`config.mk`:
```
export PLATFORM = sky130hd
export DESIGN_NAME = rvmt_cfg
export DESIGN_NICKNAME = d
export VERILOG_FILES = /design/src/sv/rvmt_pkg.sv /design/src/sv/rvmt_cfg.sv
export SDC_FILE = /design/constraint.sdc
export NUM_CORES = 1
export LEC_CHECK = 0
export BUFFER_PORTS_ARGS = -buffer_cell sky130_fd_sc_hd__buf_2
export CORE_AREA = 2 2 223 225
export DETAILED_ROUTE_END_ITERATION = 16
export DIE_AREA = 0 0 225 227
export GPL_ROUTABILITY_DRIVEN = 0
export PLACE_DENSITY_LB_ADDON = 0.2
export SYNTH_ARGS = -nofsm -noshare
export SYNTH_HDL_FRONTEND = slang
export SYNTH_SLANG_ARGS = --single-unit
```
`constraint.sdc`:
```
create_clock -name aclk -period 0.9 [get_ports aclk]
set_input_delay 0.045 -clock aclk [delete_from_list [all_inputs] [get_ports aclk]]
set_output_delay 0.045 -clock aclk [all_outputs]
set_load 0.01 [all_outputs]
```
`src/sv/rvmt_pkg.sv`:
```
`timescale 1ns / 1ps
package rvmt_pkg;

    localparam int FRAC_BITS = 16;
    localparam int NUM_REGS  = 8;
    localparam int IDX_W     = $clog2(NUM_REGS);
    localparam int REG_W     = 64;
    localparam int Q_W       = 32;
    localparam int PROD_W    = 2 * Q_W;
    localparam int PAIR_W    = PROD_W + 1;
    localparam int SUM_W     = PROD_W + 2;
    localparam int DIM       = 4;

    typedef logic signed [Q_W-1:0]    q_t;
    typedef logic signed [PROD_W-1:0] prod_t;
    typedef logic signed [PAIR_W-1:0] pair_t;
    typedef logic signed [SUM_W-1:0]  sum_t;

    typedef q_t    [DIM-1:0][DIM-1:0] mat_t;
    typedef prod_t [DIM-1:0][DIM-1:0] prods_t;
    typedef pair_t [DIM-1:0][1:0]     pairs_t;
    typedef sum_t  [DIM-1:0]          sums_t;

    typedef logic [NUM_REGS-1:0][REG_W-1:0] cfg_regs_t;

    typedef struct packed {
        q_t vec_x;
        q_t vec_y;
        q_t vec_z;
        q_t vec_w;
    } vec_in_t;

    typedef struct packed {
        q_t   res_x;
        q_t   res_y;
        q_t   res_z;
        q_t   res_w;
        logic saturated;
    } vec_out_t;

    localparam q_t Q_MAX = {1'b0, {(Q_W-1){1'b1}}};
    localparam q_t Q_MIN = {1'b1, {(Q_W-1){1'b0}}};

    localparam logic [REG_W-1:0] ONE_LO = REG_W'(1) << FRAC_BITS;
    localparam logic [REG_W-1:0] ONE_HI = ONE_LO << Q_W;

    // identity: rows 0..3, index 2*row + column pair
    localparam cfg_regs_t CFG_RESET = {
        ONE_HI, {REG_W{1'b0}},
        ONE_LO, {REG_W{1'b0}},
        {REG_W{1'b0}}, ONE_HI,
        {REG_W{1'b0}}, ONE_LO
    };

endpackage

```
`src/sv/rvmt_cfg.sv`:
```
`timescale 1ns / 1ps
module rvmt_cfg
    import rvmt_pkg::*;
(
    input  logic             aclk,
    input  logic             aresetn,
    input  logic             cfg_we,
    input  logic [IDX_W-1:0] cfg_index,
    input  logic [REG_W-1:0] cfg_wdata,
    output mat_t             mat
);

    cfg_regs_t cfg_reg;

    always_ff @(posedge aclk) begin
        if (!aresetn) begin
            cfg_reg <= CFG_RESET;
        end else if (cfg_we) begin
            cfg_reg[cfg_index] <= cfg_wdata;
        end
    end

    always_comb begin
        for (int r = 0; r < DIM; r++) begin
            for (int c = 0; c < DIM; c++) begin
                mat[r][c] = q_t'(cfg_reg[2*r + c/2][Q_W*(c%2) +: Q_W]);
            end
        end
    end

    a_reset_identity: assert property (@(posedge aclk)
        !aresetn |=> cfg_reg == CFG_RESET)
        else $error("matrix not identity after reset");

endmodule

```
==> out/qor.yml <==
status:
  status: "complete, but fails checks"
  violations: "hold timing, setup timing"
logic_synthesis:
  synth.area.top_cells: "dfxtp_1 (55%), mux2i_1 (28%), nand2_1 (12%)"
  syn_nets: 1800
  ys_ff_latch: 512
  synth.distinct_cells: 14
  avgSynthCellArea_um2: 10.7
  synth_top_area_cell: "dfxtp_1"
  synthesis.area_um2: 18600
  yosys_warnings: 0
  ys_seq_area_share_pct: 55.2
  synth.top_cell.area_share_pct: 55.2
  netlist_instances: 1730
place:
  dp_slack_ns: -0.429
  hpwl_mm: 44.5
  port_buffers: 581
sta:
  finalCriticalPeriod_ns: 1.14
  period_share_pct: 127
  hold_viol: 40
  max_slew.worst_pin.slew_ns: 0.546
  timing.final.ws_setup_ns: -0.240
  fin_skew_ns: 0
  slew_viol_final: 0
  relSlewSlack_pct: 63.5
  final-setup-viol-count: 541
  rsz0062_at_grt: "true"
  tns_ns: -95.33
  hold_slack_ns: -0.0336
  max_freq_mhz: 878
clock_network:
  htreeDepth: 2
  cts_root_buf: "clkbuf_16"
  cts_sinks: 512
  clk_pin_slew_ns: 0.06
  cts_tree: "yes"
  cts_max_path_buffers: 3
  numCtsBuffers: 54
  clock_latency_ns: 0.58
route:
  firstDrtPassIters: 5
  wl_per_cell_um: 20.4
  drc: 0
  dr.first_iter.drc_count: 748
  antenna_left: 0
  viasPerCell: 4.83
  routed_wl_mm: 66.4
  num_vias: 15704
global_routing:
  grt_antenna_before_repair: 1
  grtUsageTotal_pct: 24.6
  grt_pass1_vias: 15969
  gr-total-overflow: 0
  grt_pass1_wl_mm: 96.5
  grt_max_degree: 43
hold_path:
  hold_path.class: "in2reg"
  min_path_cells: 4
power:
  ir_worst_vdd_mv: 1.66
  leakagePower_uw: 0.0155
  powerDensity_nw_per_um2: 1720
run:
  maxCapViolCount: 0
critical_path:
  critPathLaunchType: "primary input"
  reg2reg_depth: 4
  worstSetupPathType: "in2reg"
  crit_required_ns: 1.40
  cp_max_fo: 19
  endpoint_kind: "flop"
  crit_arrival_ns: 1.64
floorplan:
  rows: 81
  io_pins: 582
  core_area_um2: 48500
  die-area_um2: 51100
  die_w_um: 225
  start_util_pct: 38.3
  die_h_um: 227
layout:
  n_fill_cell: 3797
  syn_to_final_growth_pct: 63.1
  layout.nets: 2655
  register_area_um2: 10900
  multi_input_area_um2: 7450
  n_antenna_cell: 0
  drive_above_1_share_pct: 55.2
  largest_register_ff_count: 512
-- through the flow --
| stage | cell area [um2] | instances | util (%) | total power (uW) |
|---|---|---|---|---|
| after floorplan | 18600 | 1730 | - | 25700 |
| after global placement | 23100 | 2988 | 47.6 | 27500 |
| after detailed placement | 23100 | 2988 | 47.6 | 27600 |
| after CTS | 29900 | 3197 | 61.6 | 52500 |
| after global routing | 30300 | 3251 | 62.4 | 53800 |
| final | 30300 | 3251 | 62.4 | 52300 |
-- worst max-delay path: stages --
cell and delay, ns:
buf_8 0.20, buf_12 0.21, dlygate4sd3_1 0.92, nand2_1 0.10, mux2i_1 0.16
-- power breakdown --
part | leakage [uW] | switching [uW] | internal [uW]
Sequential | 0.00439 | 383 | 23300
Combinational | 0.0101 | 2300 | 2350
Clock | 0.000947 | 9400 | 14600
Total | 0.0155 | 12100 | 40200
-- metal layers --
| layer | up-vias | track usage (%) | part of all wire, % |
|---|---|---|---|
| met5 | - | 0 | 0.020 |
| met4 | 2 | 9.29 | 3.8 |
| met3 | 133 | 7.91 | 7.8 |
| met2 | 522 | 41.8 | 48 |
| met1 | 7619 | 29.1 | 41 |
| li1 | 7428 | - | - |
-- cell usage in the layout (no fill, tap or decap) --
cell           synthesis  final
mux2i_1              512    512
dfxtp_2                0    512
nand4b_1               3      3
buf_2                 17     68
nor4b_4                1      1
buf_12                 7     32
nand4_1                1      1
buf_6                 42    512
bufinv_16              0      6
nand4bb_4              0      3
inv_6                  0      1
nor2b_1                6      6
dlygate4sd3_1          0     75
buf_8                  0      1
clkinv_2               0      6
clkinv_8               0      1
clkbuf_16              0     57
buf_4                  8    231
clkinvlp_4             0      5
nand2_1              572    572
clkbuf_8               0     16
clkbuf_1              44      8
-- cell families after synthesis --
kind of cell / Yosys count / synth area share, %
muxes: 512 / 27.6
and+or+nand+nor: 586 / 12.2
DFF: 512 / 55.2
buffers and inverters: 120 / 5.01
-- path summary, 6_finish.rpt --
| kind | from | endpoint | slack (ns) |
|---|---|---|---|
| setup / recovery | aresetn | mat[393]$_SDFFE_PN0P_ | -0.24 |
| hold / removal | aresetn | mat[147]$_SDFFE_PN0P_ | -0.03 |
| setup reg to reg | mat[130]$_SDFFE_PN0P_ | mat[130]$_SDFFE_PN0P_ | 0.06 |
| hold reg to reg | mat[14]$_SDFFE_PN0P_ | mat[14]$_SDFFE_PN0P_ | 0.46 |
-- layout make-up --
cell class                 count  share of cell area [%]
clock buffer                  81                    5.53
clock inverter                19                   0.900
multi-input combinational   1098                    24.6
sequential                   512                    35.9
tap                          622                    2.57
timing repair buffer         919                    30.5
-- cells in the mapped netlist (all sizes together) --
cell / instances
nand2: 572
nor2b: 6
nor4b: 1
nand4b: 3
mux2i: 512
buf: 76
nand4: 1
clkbuf: 44
nand4bb: 3
dfxtp: 512
-- timing repair --
item	4_1_cts	5_1_grt
resized for setup	1162	0
buffers inserted	38	50
endpoints found under the setup margin	512	577
endpoints found under the hold margin	506	40
hold buffers	71	10
Note: power is estimated with default switching activity, not from simulation.
