`src/sv/rvmt_pkg.sv`:
```
`timescale 1ns / 1ps
package rvmt_pkg;

    localparam int FRAC_BITS = 16;
    localparam int NUM_REGS  = 8;
    localparam int IDX_W     = $clog2(NUM_REGS);
    localparam int REG_W     = 64;
    localparam int Q_W       = 32;
    localparam int PROD_W    = 2 * Q_W;
    localparam int PAIR_W    = PROD_W + 1;
    localparam int SUM_W     = PROD_W + 2;
    localparam int DIM       = 4;

    typedef logic signed [Q_W-1:0]    q_t;
    typedef logic signed [PROD_W-1:0] prod_t;
    typedef logic signed [PAIR_W-1:0] pair_t;
    typedef logic signed [SUM_W-1:0]  sum_t;

    typedef q_t    [DIM-1:0][DIM-1:0] mat_t;
    typedef prod_t [DIM-1:0][DIM-1:0] prods_t;
    typedef pair_t [DIM-1:0][1:0]     pairs_t;
    typedef sum_t  [DIM-1:0]          sums_t;

    typedef logic [NUM_REGS-1:0][REG_W-1:0] cfg_regs_t;

    typedef struct packed {
        q_t vec_x;
        q_t vec_y;
        q_t vec_z;
        q_t vec_w;
    } vec_in_t;

    typedef struct packed {
        q_t   res_x;
        q_t   res_y;
        q_t   res_z;
        q_t   res_w;
        logic saturated;
    } vec_out_t;

    localparam q_t Q_MAX = {1'b0, {(Q_W-1){1'b1}}};
    localparam q_t Q_MIN = {1'b1, {(Q_W-1){1'b0}}};

    localparam logic [REG_W-1:0] ONE_LO = REG_W'(1) << FRAC_BITS;
    localparam logic [REG_W-1:0] ONE_HI = ONE_LO << Q_W;

    // identity: rows 0..3, index 2*row + column pair
    localparam cfg_regs_t CFG_RESET = {
        ONE_HI, {REG_W{1'b0}},
        ONE_LO, {REG_W{1'b0}},
        {REG_W{1'b0}}, ONE_HI,
        {REG_W{1'b0}}, ONE_LO
    };

endpackage

```
`src/sv/rvmt_sum.sv`:
```
`timescale 1ns / 1ps
module rvmt_sum
    import rvmt_pkg::*;
(
    input  logic   aclk,
    input  logic   aresetn,
    input  logic   in_valid,
    output logic   in_ready,
    input  prods_t in_prod,
    output logic   out_valid,
    input  logic   out_ready,
    output sums_t  out_sum
);

    logic   pair_valid_reg;
    logic   sum_valid_reg;
    logic   pair_ready;
    pairs_t pair_reg;
    pairs_t pair_next;
    sums_t  sum_reg;
    sums_t  sum_next;

    always_comb begin
        for (int c = 0; c < DIM; c++) begin
            pair_next[c][0] = pair_t'(in_prod[0][c]) + pair_t'(in_prod[1][c]);
            pair_next[c][1] = pair_t'(in_prod[2][c]) + pair_t'(in_prod[3][c]);
            sum_next[c]     = sum_t'(pair_reg[c][0]) + sum_t'(pair_reg[c][1]);
        end
    end

    assign pair_ready = !sum_valid_reg || out_ready;
    assign in_ready   = !pair_valid_reg || pair_ready;

    always_ff @(posedge aclk) begin
        if (!aresetn) begin
            pair_valid_reg <= 1'b0;
            sum_valid_reg  <= 1'b0;
        end else begin
            if (in_ready) begin
                pair_valid_reg <= in_valid;
            end
            if (pair_ready) begin
                sum_valid_reg <= pair_valid_reg;
            end
        end
    end

    always_ff @(posedge aclk) begin
        if (in_ready && in_valid) begin
            pair_reg <= pair_next;
        end
        if (pair_ready && pair_valid_reg) begin
            sum_reg <= sum_next;
        end
    end

    assign out_valid = sum_valid_reg;
    assign out_sum   = sum_reg;

endmodule

```
`config.mk`:
```
export PLATFORM = sky130hd
export DESIGN_NAME = rvmt_sum
export DESIGN_NICKNAME = d
export VERILOG_FILES = /design/src/sv/rvmt_pkg.sv /design/src/sv/rvmt_sum.sv
export SDC_FILE = /design/constraint.sdc
export NUM_CORES = 2
export LEC_CHECK = 0
export BUFFER_PORTS_ARGS = -buffer_cell sky130_fd_sc_hd__buf_2
export CAP_MARGIN = 20
export CORE_AREA = 4 4 501 503
export DETAILED_ROUTE_END_ITERATION = 7
export DIE_AREA = 0 0 505 507
export PLACE_DENSITY = 0.52
export SLEW_MARGIN = 20
export SYNTH_ARGS = -nofsm -noshare
export SYNTH_HDL_FRONTEND = slang
export SYNTH_SLANG_ARGS = --single-unit
export TNS_END_PERCENT = 5
```
`constraint.sdc`:
```
create_clock -name aclk -period 18.4 [get_ports aclk]
set_input_delay 0.92 -clock aclk [delete_from_list [all_inputs] [get_ports aclk]]
set_output_delay 0.92 -clock aclk [all_outputs]
set_load 0.005 [all_outputs]
```
==> impl_metrics.csv <==
group,metric,value,unit
status,status,"finished clean",
clock_tree,ctsHoldBuffers,0,
clock_tree,clock_latency,0.71,ns
synth,synth.net_count,9418,
critical_path,arrival,5.29,ns
timing,setup_viol,0,
clock_tree,cts_sinks,786,
cells_and_area,syn2layout_area_growth,18.8,%
synth,synth-simple-area-share,0.143,
detailed_routing,num_vias,65100,
timing,hold_violations,0,
synth,synth_compound_gate_area_share,0.254,
clock_tree,post_cts_resized,0,
place,detailedPlacementHpwl,259000,µm
floorplan,initial_core_util,0.280,
synth,synth_top_family_by_area,"compound AO/OA/AOI/OAI gates",
synth,synthDominantCellAreaShare,0.341,
clock_tree,clockBufferDepth,3,
detailed_routing,wl,304000,µm
detailed_routing,wl_per_cell,25.2,µm
power_and_ir_drop,power_leakage,35.1,nW
timing,post-route-period-util,0.263,
synth,async_flop_share,0,
floorplan,rows,182,
synth,synth_edf_count,784,
synth,yosys_most_used_dff,"edfxtp_1",
cells_and_area,largest_register_ffs,520,
timing,tightestPinTransition,1.14,ns
critical_path,start_kind,"flip-flop",
timing,grt_setup_unrepaired,"false",
timing,tns,0,ns
clock_tree,cts_tree,"done",
power_and_ir_drop,pwr-share-clk,0.256,
cells_and_area,drive_gt1_frac,0.176,
synth,yosysTopAreaCell,"edfxtp_1",
clock_tree,path_clk_slew,0.06,ns
power_and_ir_drop,swShare,0.389,
detailed_routing,drc,0,
floorplan,floorplan.core_area,246000,µm²
synth,syn_avg_cell_area,9.07,µm²
floorplan,die_w,505,µm
synth,synth-seq-cells,786,
timing,slew_viol_final,0,
synth,synth_seq_area_share,0.342,
timing,worst_clock_skew,0.0414,ns
hold_path,min_path_type,"input port to flip-flop",
power_and_ir_drop,p_sw,3.11,mW
detailed_routing,first_pass_iters,8,
power_and_ir_drop,pwr-share-seq,0.321,
power_and_ir_drop,combPwrFrac,0.424,
floorplan,io-pin-count,1294,
clock_tree,cts_root_buffer,"clkbuf_16",
power_and_ir_drop,p_per_area,97.6,nW/µm²
clock_tree,post-cts-setup-buffer-count,0,
global_route,grt_pass1_wl,432000,µm
clock_tree,cts_buffers,98,
timing,fin_crit,4.84,ns
detailed_routing,drt_iter0_markers,4929,
global_route,grt_max_degree,64,
place,io_buffers,1293,
floorplan,die_area,256000,µm²
critical_path,cp.required,18.85,ns
critical_path,worstPathMaxFanout,3,
synth,syn_area,69000,µm²
place,gp_congestion,1.07,
global_route,grt_pass1_vias,64700,
timing,relSlewSlack,0.218,
global_route,antenna_found_initial,40,
floorplan,die-height,507,µm
power_and_ir_drop,p_total,7.99,mW
power_and_ir_drop,intPower,4.89,mW
critical_path,crit_path_end_kind,"flip-flop",
detailed_routing,vias_per_cell,5.41,
synth,synthCells,7606,
synth,synthTopCellsByArea,"edfxtp_1, ha_1, a21oi_1, xnor2_1, a21o_1",
synth,synthAdderAreaFrac,0.144,
synth,yosysUniqueCellTypes,93,
power_and_ir_drop,peakVddDrop,67.7,µV
run,max-cap-violations,0,
cells_and_area,fin_nets,10500,
detailed_routing,ant_nets,0,
timing,max_clock_freq,206,MHz
global_route,grt.overflow.total,0,
clock_tree,htree_num_levels,3,
critical_path,crit_type,"flip-flop to flip-flop",
global_route,grt_usage,0.224,
synth,muxShareOfSynthArea,0.000907,
synth,synth-xor-area-share,0.0867,
synth,yosysWarnings,0,
-- metrics by stage --
step	std cells	util	area (µm²)	setup WS [ns]	hold slack, ns
global route	12000	0.333	81900	13.45	0.399
detailed placement	11800	0.319	78500	13.02	0.528
finish	12000	0.333	81900	13.56	0.440
global placement	11800	0.319	78400	12.51	0.501
floorplan	7606	-	69000	4.66	0.477
CTS	12000	0.333	81800	13.65	0.353
-- per-layer routing --
metal / wire length, µm / vias to the layer above / global-route usage
li1: - / 31000 / -
met1: 125000 / 31100 / 0.274
met2: 144000 / 2564 / 0.385
met3: 21500 / 437 / 0.0456
met4: 13700 / 6 / 0.0916
met5: 28 / - / 0
-- worst paths after layout --
path	startpoint	to	slack (ns)	depth (start not counted)
max	pair_reg[130]	out_sum[130]	13.56	13
min	aresetn	out_valid	0.44	2
max reg2reg	pair_reg[130]	out_sum[130]	13.56	13
min reg2reg	pair_reg[65]	out_sum[0]	0.54	1
-- cells by family (layout without fill, tap and decap cells) --
group	after synthesis	in the layout
adder cells (fa/ha/maj)	784	784
flip-flops	786	786
XOR/XNOR	683	683
AND/OR/NAND/NOR	2046	2046
multiplexers	6	6
buffers and inverters	558	1740
other	0	24
AO/OA/AOI/OAI	2743	2743
-- worst max-delay path: stages (launching register included) --
cell and delay [ns]:
edfxtp_1 0.33, ha_1 0.16, inv_1 0.06, fa_1 0.41, nand2b_1 0.20, a211oi_1 0.48
o21ai_0 0.42, a2111oi_0 1.07, o2111ai_1 0.29, a31oi_1 0.37, nor2_1 0.11, o21ai_1 0.32
a31oi_1 0.18, xnor2_1 0.18
-- Yosys cell counts, drive strengths merged (15+ instances only) --
| cell | instances |
|---|---|
| a21oi | 920 |
| edfxtp | 784 |
| ha | 772 |
| nand2 | 601 |
| o21ai | 495 |
| nor2 | 490 |
| a21o | 481 |
| xnor2 | 425 |
| clkbuf | 303 |
| xor2 | 258 |
| inv | 241 |
| nand4 | 222 |
| nand3 | 164 |
| o21bai | 159 |
| nor3 | 142 |
| o21a | 99 |
| a31oi | 98 |
| nor2b | 80 |
| a211oi | 77 |
| nand2b | 77 |
| and3 | 67 |
| o31ai | 56 |
| and2 | 44 |
| o211ai | 40 |
| a21boi | 37 |
| nor4 | 35 |
| or3 | 34 |
| a2111oi | 25 |
| a221oi | 24 |
| o31a | 24 |
| a41oi | 20 |
| a311oi | 19 |
| or2 | 18 |
| and4 | 17 |
| o2111ai | 16 |
| a211o | 15 |
| a221o | 15 |
-- final cells by class --
class                      count  area, µm²
clock buffer                 109       2510
timing repair buffer        1317       6650
tap                         3220       4030
inverter                     241        905
clock inverter                73        862
antenna                       24       60.1
multi-input combinational   6262      43300
fill                       25800     164000
sequential                   786      23600
-- layout by cell type (no fill, tap or decap), types with 77 or more instances in the layout --
| master | n |
|---|---|
| nor2b_1 | 79 |
| xnor2_1 | 425 |
| a31oi_1 | 98 |
| o21a_1 | 99 |
| nor2_1 | 490 |
| ha_1 | 772 |
| nand2_1 | 601 |
| clkbuf_16 | 99 |
| buf_2 | 1295 |
| edfxtp_1 | 784 |
| inv_1 | 241 |
| xor2_1 | 258 |
| o21ai_0 | 473 |
| nand2b_1 | 77 |
| nand4_1 | 222 |
| nor3_1 | 142 |
| a21oi_1 | 918 |
| a21o_1 | 481 |
| nand3_1 | 164 |
| o21bai_1 | 159 |
-- power by group through the flow --
stage	Combinational [mW]	Clock, mW	Sequential [mW]
floorplan	2.15	0	2.57
global placement	3.34	0	2.60
detailed placement	3.34	0	2.60
CTS	3.36	2.11	2.57
global route	3.70	2.18	2.59
finish	3.38	2.04	2.56
(Power assumes the default switching activity.)
