<file path="config.mk">
export PLATFORM = sky130hd
export DESIGN_NAME = rvmt_sat
export DESIGN_NICKNAME = d
export VERILOG_FILES = /design/src/sv/rvmt_pkg.sv /design/src/sv/rvmt_sat.sv
export SDC_FILE = /design/constraint.sdc
export NUM_CORES = 1
export LEC_CHECK = 0
export BUFFER_PORTS_ARGS = -buffer_cell sky130_fd_sc_hd__buf_2
export CAP_MARGIN = 0
export CORE_AREA = 2 2 154 156
export CTS_CLUSTER_DIAMETER = 120
export DETAILED_ROUTE_END_ITERATION = 8
export DIE_AREA = 0 0 156 158
export GPL_TIMING_DRIVEN = 0
export PLACE_DENSITY = 0.6
export SYNTH_ARGS = -nofsm -noshare
export SYNTH_HDL_FRONTEND = slang
export SYNTH_SLANG_ARGS = --single-unit
</file>
<file path="constraint.sdc">
create_clock -name aclk -period 6.95 [get_ports aclk]
set_input_delay 1.39 -clock aclk [delete_from_list [all_inputs] [get_ports aclk]]
set_output_delay 1.39 -clock aclk [all_outputs]
set_load 0.03 [all_outputs]
</file>
<file path="src/sv/rvmt_pkg.sv">
`timescale 1ns / 1ps
package rvmt_pkg;

    localparam int FRAC_BITS = 16;
    localparam int NUM_REGS  = 8;
    localparam int IDX_W     = $clog2(NUM_REGS);
    localparam int REG_W     = 64;
    localparam int Q_W       = 32;
    localparam int PROD_W    = 2 * Q_W;
    localparam int PAIR_W    = PROD_W + 1;
    localparam int SUM_W     = PROD_W + 2;
    localparam int DIM       = 4;

    typedef logic signed [Q_W-1:0]    q_t;
    typedef logic signed [PROD_W-1:0] prod_t;
    typedef logic signed [PAIR_W-1:0] pair_t;
    typedef logic signed [SUM_W-1:0]  sum_t;

    typedef q_t    [DIM-1:0][DIM-1:0] mat_t;
    typedef prod_t [DIM-1:0][DIM-1:0] prods_t;
    typedef pair_t [DIM-1:0][1:0]     pairs_t;
    typedef sum_t  [DIM-1:0]          sums_t;

    typedef logic [NUM_REGS-1:0][REG_W-1:0] cfg_regs_t;

    typedef struct packed {
        q_t vec_x;
        q_t vec_y;
        q_t vec_z;
        q_t vec_w;
    } vec_in_t;

    typedef struct packed {
        q_t   res_x;
        q_t   res_y;
        q_t   res_z;
        q_t   res_w;
        logic saturated;
    } vec_out_t;

    localparam q_t Q_MAX = {1'b0, {(Q_W-1){1'b1}}};
    localparam q_t Q_MIN = {1'b1, {(Q_W-1){1'b0}}};

    localparam logic [REG_W-1:0] ONE_LO = REG_W'(1) << FRAC_BITS;
    localparam logic [REG_W-1:0] ONE_HI = ONE_LO << Q_W;

    // identity: rows 0..3, index 2*row + column pair
    localparam cfg_regs_t CFG_RESET = {
        ONE_HI, {REG_W{1'b0}},
        ONE_LO, {REG_W{1'b0}},
        {REG_W{1'b0}}, ONE_HI,
        {REG_W{1'b0}}, ONE_LO
    };

endpackage

</file>
<file path="src/sv/rvmt_sat.sv">
`timescale 1ns / 1ps
module rvmt_sat
    import rvmt_pkg::*;
(
    input  logic     aclk,
    input  logic     aresetn,
    input  logic     in_valid,
    output logic     in_ready,
    input  sums_t    in_sum,
    output logic     out_valid,
    input  logic     out_ready,
    output vec_out_t out_data
);

    logic           valid_reg;
    vec_out_t       data_reg;
    vec_out_t       data_next;
    q_t             res  [DIM];
    logic [DIM-1:0] clip;
    sum_t           shifted [DIM];

    always_comb begin
        for (int c = 0; c < DIM; c++) begin
            shifted[c] = in_sum[c] >>> FRAC_BITS;
            clip[c]    = !((&shifted[c][SUM_W-1:Q_W-1]) || !(|shifted[c][SUM_W-1:Q_W-1]));
            if (!clip[c]) begin
                res[c] = q_t'(shifted[c][Q_W-1:0]);
            end else if (shifted[c][SUM_W-1]) begin
                res[c] = Q_MIN;
            end else begin
                res[c] = Q_MAX;
            end
        end
        data_next.res_x     = res[0];
        data_next.res_y     = res[1];
        data_next.res_z     = res[2];
        data_next.res_w     = res[3];
        data_next.saturated = |clip;
    end

    assign in_ready = !valid_reg || out_ready;

    always_ff @(posedge aclk) begin
        if (!aresetn) begin
            valid_reg <= 1'b0;
        end else if (in_ready) begin
            valid_reg <= in_valid;
        end
    end

    always_ff @(posedge aclk) begin
        if (in_ready && in_valid) begin
            data_reg <= data_next;
        end
    end

    assign out_valid = valid_reg;
    assign out_data  = data_reg;

endmodule

</file>
==> results.json, run 1 <==
{
  "hold_buffers": 0,
  "p_per_area_mw_per_mm2": 254,
  "grt_pass1_vias": 4272,
  "fin_nets": 970,
  "criticalPathCategory": "in2out",
  "pre_cts_ws_ns": 3.72,
  "peakVddDrop_mv": 0.120,
  "postCtsSetupBuffers": 0,
  "startpoint": "out_ready",
  "syn_nets": 615,
  "design.core.area_mm2": 0.0231,
  "min_period_ns": 3.23,
  "crit_fanout": 3,
  "final_antenna_net_count": 0,
  "synth_xor_area_share_pct": 0,
  "power.leakage_uw": 0.00389,
  "grt_usage_pct": 12.3,
  "seqCellArea_mm2": 0.00389,
  "grt_overflow": 0,
  "maxCapViolations": 0,
  "area_growth_pct": 47.3,
  "worst_setup_path_start_kind": "input port",
  "cts_tree": "built",
  "worstPathRequired_ns": 5.56,
  "crit_family": "buffers and inverters",
  "clock_latency_ns": 0.40,
  "fin_ws_ns": 3.72,
  "end_kind": "output pin",
  "worstReg2RegStart": "out_valid",
  "place_hpwl_um": 12000,
  "crit_path_top_delay_cell": "buf_2",
  "fmax_ghz": 0.309,
  "ff2ff_path_depth": 4,
  "hold_viol": 0,
  "synth_top_family_by_area": "compound AO/OA/AOI/OAI gates",
  "r2r-end": "out_data[33]",
  "tns_ns": 0,
  "rsz0062_at_grt": "no",
  "port-buffer-count": 334,
  "pin_count": 399,
  "synthAdderAreaFrac_pct": 0,
  "synth-compound-area-share_pct": 20.0,
  "seq_area_frac_synth_pct": 68.9,
  "path_clk_slew_ns": 0.06,
  "fin_skew_ns": 0.00574,
  "cts_root_buf": "clkbuf_16",
  "drive_above_1_share_pct": 67.8,
  "crit_buf_inv": 2,
  "start_util_pct": 24.5,
  "finalSetupViolCount": 0,
  "fp.dieW_um": 156,
  "rows": 56,
  "grt_busiest_layer": "met2",
  "antenna_found_initial": 3,
  "critPathArrivalTime_ns": 1.84,
  "syn_area_mm2": 0.00565,
  "grt_max_degree": 52,
  "vias": 4424,
  "hp-class": "reg2reg",
  "gr-usage-met2_pct": 20.4,
  "clk_path_buf_depth": 2,
  "grt_pass1_wl_um": 23000,
  "vias_per_cell": 4.40,
  "dieArea_mm2": 0.0246,
  "cts_sinks": 130,
  "slew_viol_final": 0,
  "routed_wl_um": 15800,
  "synthCells": 347,
  "drtPass1Iterations": 4,
  "ctsResizeCount": 0,
  "synthMuxAreaShare_pct": 0,
  "synth-seq-cells": 130,
  "cts_made_buffers": 17,
  "htree_levels": 4,
  "die_h_um": 158,
  "multiInputGateArea_mm2": 0.00149,
  "critPathMaxStageDelay_ns": 0.19,
  "hp-start": "out_valid",
  "met3_usage_pct": 5.06,
  "ys_warn_count": 0,
  "r2r_setup_slack_ns": 4.97,
  "fillers": 2307,
  "use_met1_pct": 14.5,
  "period_share_pct": 46.5,
  "whs_endpoint": "out_valid",
  "avgSynthCellArea_um2": 16.3,
  "status": "complete, no violations",
  "tightest_slew_ns": 0.695,
  "drc_errors": 0,
  "crit_top_cell": "buf_2",
  "max_slew_margin_pct": 53.6,
  "gp_congestion": 0.743,
  "hold_depth": 2,
  "ys_types": 21,
  "yosys.area_share.simple_pct": 6.17,
  "drtIter0Drc": 216,
  "worstPathCellList": "buf_2, nand2b_1, buf_2",
  "wire_per_inst_um": 15.7
}
[placed cells by master, fill, tap and decap left out, drive strengths merged]
master / count
clkinv: 7
dlygate4sd3: 3
nor4: 20
and3: 4
nand2b: 1
a21boi: 1
diode: 1
clkbuf: 19
dfxtp: 1
clkinvlp: 3
edfxtp: 129
and2: 1
buf: 360
a31o: 4
nor2: 8
bufinv: 3
a21o: 124
nand4: 21
inv: 2
a311oi: 4
[cells by family (layout without fill, tap and decap cells)]
kind of cell / Yosys count / in the layout
other: 0 / 1
DFF: 130 / 130
AOI/OAI and AO/OA: 133 / 133
and+or+nand+nor: 55 / 55
buffers and inverters: 29 / 397
[sequential cells by signal, summed over array words and instances, names as in the netlist]
register / count
out_data: 129
out_valid: 1
[worst max path at each step]
stage / end / slack, ns / cells after the start
floorplan: out_data[0] / 1.72 / 2
detailed placement: in_ready / 3.72 / 3
CTS: in_ready / 3.71 / 3
global placement: out_data[29] / 0.39 / 3
global route: in_ready / 3.68 / 3
finish: in_ready / 3.72 / 3
[tightest hold or removal path, delay by kind of cell (launching register included)]
family / cells / cell delay, ns
compound gates: 1 / 0.10
simple gates: 1 / 0.12
flops: 1 / 0.32
[layer usage]
layer  wire, µm  up-vias
li1           -     2116
met1       6180     2071
met2       7810      211
met3       1530       22
met4        250        4
met5         21        -
[final cells by class]
| class | instances | share of cell area, % |
|---|---|---|
| repair buffers | 336 | 20.6 |
| flip-flops and latches | 130 | 46.8 |
| clock inverters | 14 | 1.97 |
| multi-input cells | 188 | 17.8 |
| inverters | 1 | 0.0451 |
| well taps | 290 | 4.36 |
| plain buffers | 28 | 3.29 |
| clock buffers | 18 | 5.15 |
| diodes | 1 | 0.0301 |
[power by group]
| group | switching, µW | internal (µW) | leakage, µW | total, µW |
|---|---|---|---|---|
| logic | 176 | 108 | 0.00236 | 283 |
| clock network | 342 | 562 | 0.000279 | 904 |
| registers | 9.60 | 917 | 0.00125 | 927 |
| total | 527 | 1590 | 0.00389 | 2110 |
[cells in the mapped netlist (all sizes together)]
cell type    count  area [µm²]
nor2             8        30.0
and2             1        6.26
edfxtp         129        3870
dfxtp            1        20.0
buf             24         240
a21o           124        1040
clkbuf           1        3.75
nand4           21         131
nand2b           1        6.26
and3             4        25.0
inv              1        3.75
a31o             4        35.0
nor4            20         150
a21boi           1        7.51
dlygate4sd3      3        30.0
a311oi           4        53.8
[metrics by stage]
stage	total power (µW)	utilization (%)	cells	instance area [µm²]	hold slack, ns
after floorplan	1110	-	347	5650	0.885
after global placement	1230	33.4	971	7690	0.512
after detailed placement	1230	33.5	973	7730	0.573
after CTS	2150	36.1	1005	8320	0.585
after global routing	2200	36.1	1006	8330	0.649
final	2110	36.1	1006	8330	0.582
(Power assumes the default switching activity.)
==> run 2, diff against run 1 <==
CORE_AREA = 2 2 157 159   (was 2 2 154 156)
DIE_AREA = 0 0 159 161   (was 0 0 156 158)
PLACE_DENSITY = 0.58   (was 0.6)
clock period = 3.2 ns   (was 6.95 ns; I/O delays follow)
==> results.json, run 2 (same netlist as run 1, synthesis figures left out) <==
{
  "status": "complete, no violations",
  "rows": 57,
  "multiInputGateArea_mm2": 0.00149,
  "total_power_uw": 4610,
  "slew_viol_final": 0,
  "place_area_mm2": 0.00779,
  "cts_tree": "built",
  "finalInstanceArea_mm2": 0.00838,
  "fin_nets": 970,
  "design.core.area_mm2": 0.0240,
  "rsz0062_at_grt": "no",
  "final_common_cell": "buf_2",
  "dieArea_mm2": 0.0256,
  "min_period_ns": 1.84,
  "die_h_um": 161,
  "htree_levels": 4,
  "seqCellArea_mm2": 0.00389,
  "cts_made_buffers": 17,
  "worstPathRequired_ns": 3.36,
  "grt_pass1_wl_um": 25100,
  "grt_usage_pct": 12.7,
  "vias_per_cell": 4.28,
  "path_clk_slew_ns": 0.06,
  "drc_errors": 0,
  "period_share_pct": 57.6,
  "end_kind": "flop",
  "worst_setup_path_start_kind": "input port",
  "tightest_slew_ns": 0.572,
  "critPathArrivalTime_ns": 2.00,
  "maxCapViolations": 0,
  "peakVddDrop_mv": 0.268,
  "whs_ns": 0.480,
  "critPathMaxStageDelay_ns": 0.31,
  "cts_root_buf": "clkbuf_16",
  "wire_per_inst_um": 15.6,
  "r2r_setup_slack_ns": 1.85,
  "antenna_found_initial": 3,
  "pin_count": 399,
  "tns_ns": 0,
  "final_antenna_net_count": 0,
  "hold_buffers": 0,
  "place_hpwl_um": 12100,
  "gp_congestion": 0.731,
  "hp-class": "in2reg",
  "grt_max_degree": 65,
  "fp.dieW_um": 159,
  "routed_wl_um": 16200,
  "p_per_area_mw_per_mm2": 550,
  "vias": 4447,
  "clk_path_buf_depth": 2,
  "fmax_ghz": 0.543,
  "finalSetupViolCount": 0,
  "postCtsSetupBuffers": 0,
  "worstPathCellList": "buf_2, nor4_1, nand4_1, nor4_2, a311oi_1, buf_2, a21o_1",
  "clock_latency_ns": 0.41,
  "drive_above_1_share_pct": 68.1,
  "crit_path_top_delay_cell": "nor4_1",
  "hold_viol": 0,
  "power.leakage_uw": 0.00390,
  "area_growth_pct": 48.3,
  "crit_fanout": 10,
  "drtIter0Drc": 224,
  "drtPass1Iterations": 6,
  "ctsResizeCount": 0,
  "port-buffer-count": 334,
  "grt_overflow": 0,
  "layout_common_cells": "337 x buf_2, 129 x edfxtp_1, 85 x a21o_2",
  "fin_skew_ns": 0.0121,
  "max_slew_margin_pct": 61.6,
  "largest_reg_flops": 129,
  "crit_top_cell": "buf_2",
  "start_util_pct": 23.6,
  "grt_pass1_vias": 4669,
  "final_util_pct": 35.0,
  "cts_sinks": 130,
  "criticalPathCategory": "in2reg",
  "fillers": 2424
}
[run 2: cell count changes in the layout (fill, tap and decap cells not counted)]
cell        change
clkinv_1        -2
clkinv_2        +3
buf_12          -2
buf_16          +2
clkinvlp_4      -1
[run 2: cell type report]
type,instances,area share (%)
diodes,1,0.0298
plain buffers,28,3.27
clock buffers,18,5.12
clock inverters,14,1.95
inverters,1,0.0448
multi-input cells,188,17.7
flip-flops and latches,130,46.4
well taps,324,4.84
repair buffers,336,20.6
[run 2: worst max-delay path, delay by kind of cell]
family | cells | cell delay (ns)
and+or+nand+nor | 3 | 0.68
AOI/OAI and AO/OA | 2 | 0.33
buffers and inverters | 2 | 0.35
[run 2: through the flow]
stage	setup slack [ns]	cells
after floorplan	0.136	347
after global placement	-0.521	1005
after detailed placement	0.930	1007
after CTS	1.37	1039
after global routing	1.23	1039
final	1.36	1040
[run 2: final timing paths]
path                     from            to  cells after the start
hold / removal        aresetn     out_valid                      2
setup / recovery  in_sum[257]  out_data[18]                      7
setup reg to reg    out_valid   out_data[5]                      3
hold reg to reg     out_valid     out_valid                      2
[run 2: layer usage]
metal	up-vias	global-route usage, %	share of wire [%]
li1	2108	-	-
met1	2097	14.9	42
met2	220	21.2	48
met3	18	5.11	8.1
met4	4	4.17	1.6
met5	-	0	0.15
[run 2: where the power goes]
group / internal (µW) / leakage (µW) / switching (µW)
logic: 237 / 0.00236 / 384
registers: 1990 / 0.00125 / 22.2
clock network: 1220 / 0.000287 / 756
total: 3450 / 0.00390 / 1160
==> run 3, diff against run 2 <==
ABC_AREA = 1   (was not set)
CORE_AREA = 2 2 156 158   (was 2 2 157 159)
DIE_AREA = 0 0 158 160   (was 0 0 159 161)
PLACE_DENSITY = 0.61   (was 0.58)
clock period = 1.5 ns   (was 3.2 ns; I/O delays follow)
==> results.json, run 3 <==
{
  "status": "complete, no violations",
  "grt_overflow": 0,
  "design.core.area_mm2": 0.0238,
  "ys_dominant_reg_cell": "edfxtp_1",
  "worstPathRequired_ns": 1.58,
  "grt_max_degree": 30,
  "die_h_um": 160,
  "pin_count": 399,
  "fmax_ghz": 0.713,
  "drc_errors": 0,
  "clock_latency_ns": 0.40,
  "htree_levels": 4,
  "seqCellArea_mm2": 0.00390,
  "min_period_ns": 1.40,
  "fp.dieW_um": 158,
  "syn_area_mm2": 0.00571,
  "hold_viol": 0,
  "path_clk_slew_ns": 0.06,
  "cts_sinks": 130,
  "antenna_found_initial": 3,
  "tightest_slew_ns": 0.310,
  "multiInputGateArea_mm2": 0.00155,
  "final_util_pct": 35.5,
  "synth.most_common_cell": "nand2_1",
  "fin_skew_ns": 0.00768,
  "rsz0062_at_grt": "no",
  "finalSetupViolCount": 0,
  "peakVddDrop_mv": 0.577,
  "synth_xor_area_share_pct": 0,
  "synth_top_cell_area_share_pct": 67.9,
  "synthAdderAreaFrac_pct": 0,
  "power.leakage_uw": 0.00381,
  "area_growth_pct": 48.2,
  "yosys.area_share.simple_pct": 26.7,
  "synth_top_cell_by_area": "edfxtp_1",
  "syn_nets": 814,
  "gp_congestion": 0.776,
  "maxCapViolations": 0,
  "end_kind": "flop",
  "grt_usage_pct": 12.9,
  "seq_area_frac_synth_pct": 68.2,
  "crit_fanout": 52,
  "routed_wl_um": 16700,
  "fin_nets": 1171,
  "period_share_pct": 93.5,
  "max_slew_margin_pct": 79.3,
  "clk_path_buf_depth": 2,
  "synth-seq-cells": 130,
  "cts_made_buffers": 17,
  "largest_reg_flops": 129,
  "vias": 4957,
  "yosys-top-cells-count": "293 x nand2_1, 129 x edfxtp_1, 55 x nor2_1",
  "hp-class": "in2reg",
  "slew_viol_final": 0,
  "synthTopCellsByArea": "edfxtp_1 68%, nand2_1 19%, nor2_1 3.6%",
  "drtIter0Drc": 249,
  "layout_common_cells": "337 x buf_2, 293 x nand2_1, 129 x edfxtp_1",
  "worst_setup_path_start_kind": "flop",
  "fillers": 2492,
  "rows": 57,
  "place_hpwl_um": 13100,
  "dieArea_mm2": 0.0253,
  "avgSynthCellArea_um2": 10.5,
  "critPathArrivalTime_ns": 1.48,
  "synthCells": 546,
  "synth_top_family_by_area": "simple AND/OR/NAND/NOR gates",
  "p_per_area_mw_per_mm2": 1140,
  "synthMuxAreaShare_pct": 0,
  "cts_root_buf": "clkbuf_16",
  "ys_types": 22,
  "vias_per_cell": 3.99,
  "drive_above_1_share_pct": 44.0,
  "synth_edf_count": 129,
  "cts_tree": "built",
  "grt_pass1_wl_um": 24900,
  "port-buffer-count": 334,
  "total_power_uw": 9600,
  "final_common_cell": "buf_2",
  "async_flop_share_pct": 0,
  "synth-compound-area-share_pct": 0.219,
  "start_util_pct": 24.0,
  "wire_per_inst_um": 13.4,
  "grt_pass1_vias": 4940,
  "ys_warn_count": 0,
  "final_antenna_net_count": 0,
  "drtPass1Iterations": 4,
  "criticalPathCategory": "reg2reg"
}
==> run 3: cell count changes in the layout (fill, tap and decap cells not counted), moves of 4 or more <==
cell	previous run	this run
a21o_1	39	0
a21o_2	85	0
a31o_2	4	0
and3_1	4	0
buf_4	3	7
inv_1	1	7
nand2_1	0	293
nand3_1	0	6
nand4_1	21	8
nor2_1	8	55
nor4_1	16	0
nor4_2	4	0
or2_1	0	6
==> run 3: cell families (layout without fill, tap and decap cells) <==
logic type | Yosys count | after routing
AO/OA/AOI/OAI | 2 | 2
buffers and inverters | 35 | 405
flip-flops | 130 | 130
other | 0 | 2
AND/OR/NAND/NOR | 379 | 379
==> run 3: worst paths after layout <==
kind / startpoint / slack, ns / end / cells past startpoint
worst max-delay path: out_valid / 0.1 / out_data[63] / 3
worst min-delay path: aresetn / 0.13 / out_valid / 2
worst max register to register: out_valid / 0.1 / out_data[63] / 3
worst min register to register: out_valid / 0.56 / out_valid / 2
==> run 3: worst max-delay path, stage by stage, from the launching register on <==
cell and delay (ns):
dfxtp_4 0.35, a21oi_4 0.20, buf_16 0.20, buf_12 0.28
==> run 3: layout make-up <==
type                       instances  area share (%)
clock inverter                    14            1.67
multi-input combinational        381            18.3
sequential                       130            46.1
antenna                            2          0.0592
buffer                            28            2.96
tap                              324            4.79
inverter                           7           0.311
timing repair buffer             338            20.7
clock buffer                      18            5.07
==> run 3: per-stage QoR <==
step / TNS (ns) / hold slack (ns) / std cells / worst slack, ns / area, µm²
floorplan: -192.86 / 0.443 / 546 / -1.50 / 5720
global placement: -340.63 / 0.549 / 1204 / -2.60 / 7800
detailed placement: -37.38 / 0.548 / 1209 / -0.394 / 7910
CTS: 0 / 0.102 / 1242 / 0.00121 / 8480
global route: 0 / 0.107 / 1241 / 0.0437 / 8450
finish: 0 / 0.128 / 1242 / 0.0974 / 8460
==> run 3: power by group <==
group / internal, µW / leakage, µW / total (µW) / switching [µW]
clock: 2440 / 0.000273 / 4040 / 1600
sequential: 4250 / 0.00125 / 4290 / 47.1
combinational: 441 / 0.00229 / 1270 / 828
==> run 3: layer usage <==
layer / part of all wire (%) / track usage [%] / up-vias
li1: - / - / 2503
met1: 40 / 14.2 / 2211
met2: 48 / 22.3 / 215
met3: 8.9 / 4.29 / 26
met4: 2.9 / 6.35 / 2
met5: 0.078 / 0 / -
==> run 3: repair_timing <==
| item | in CTS | in global routing |
|---|---|---|
| pin swaps | 1 | 0 |
| gates resized for setup | 0 | 1 |
| endpoints found under the setup margin | 105 | 54 |
| buffers inserted | 1 | 0 |
| hold buffers | 0 | 0 |
| cloned | 0 | 0 |
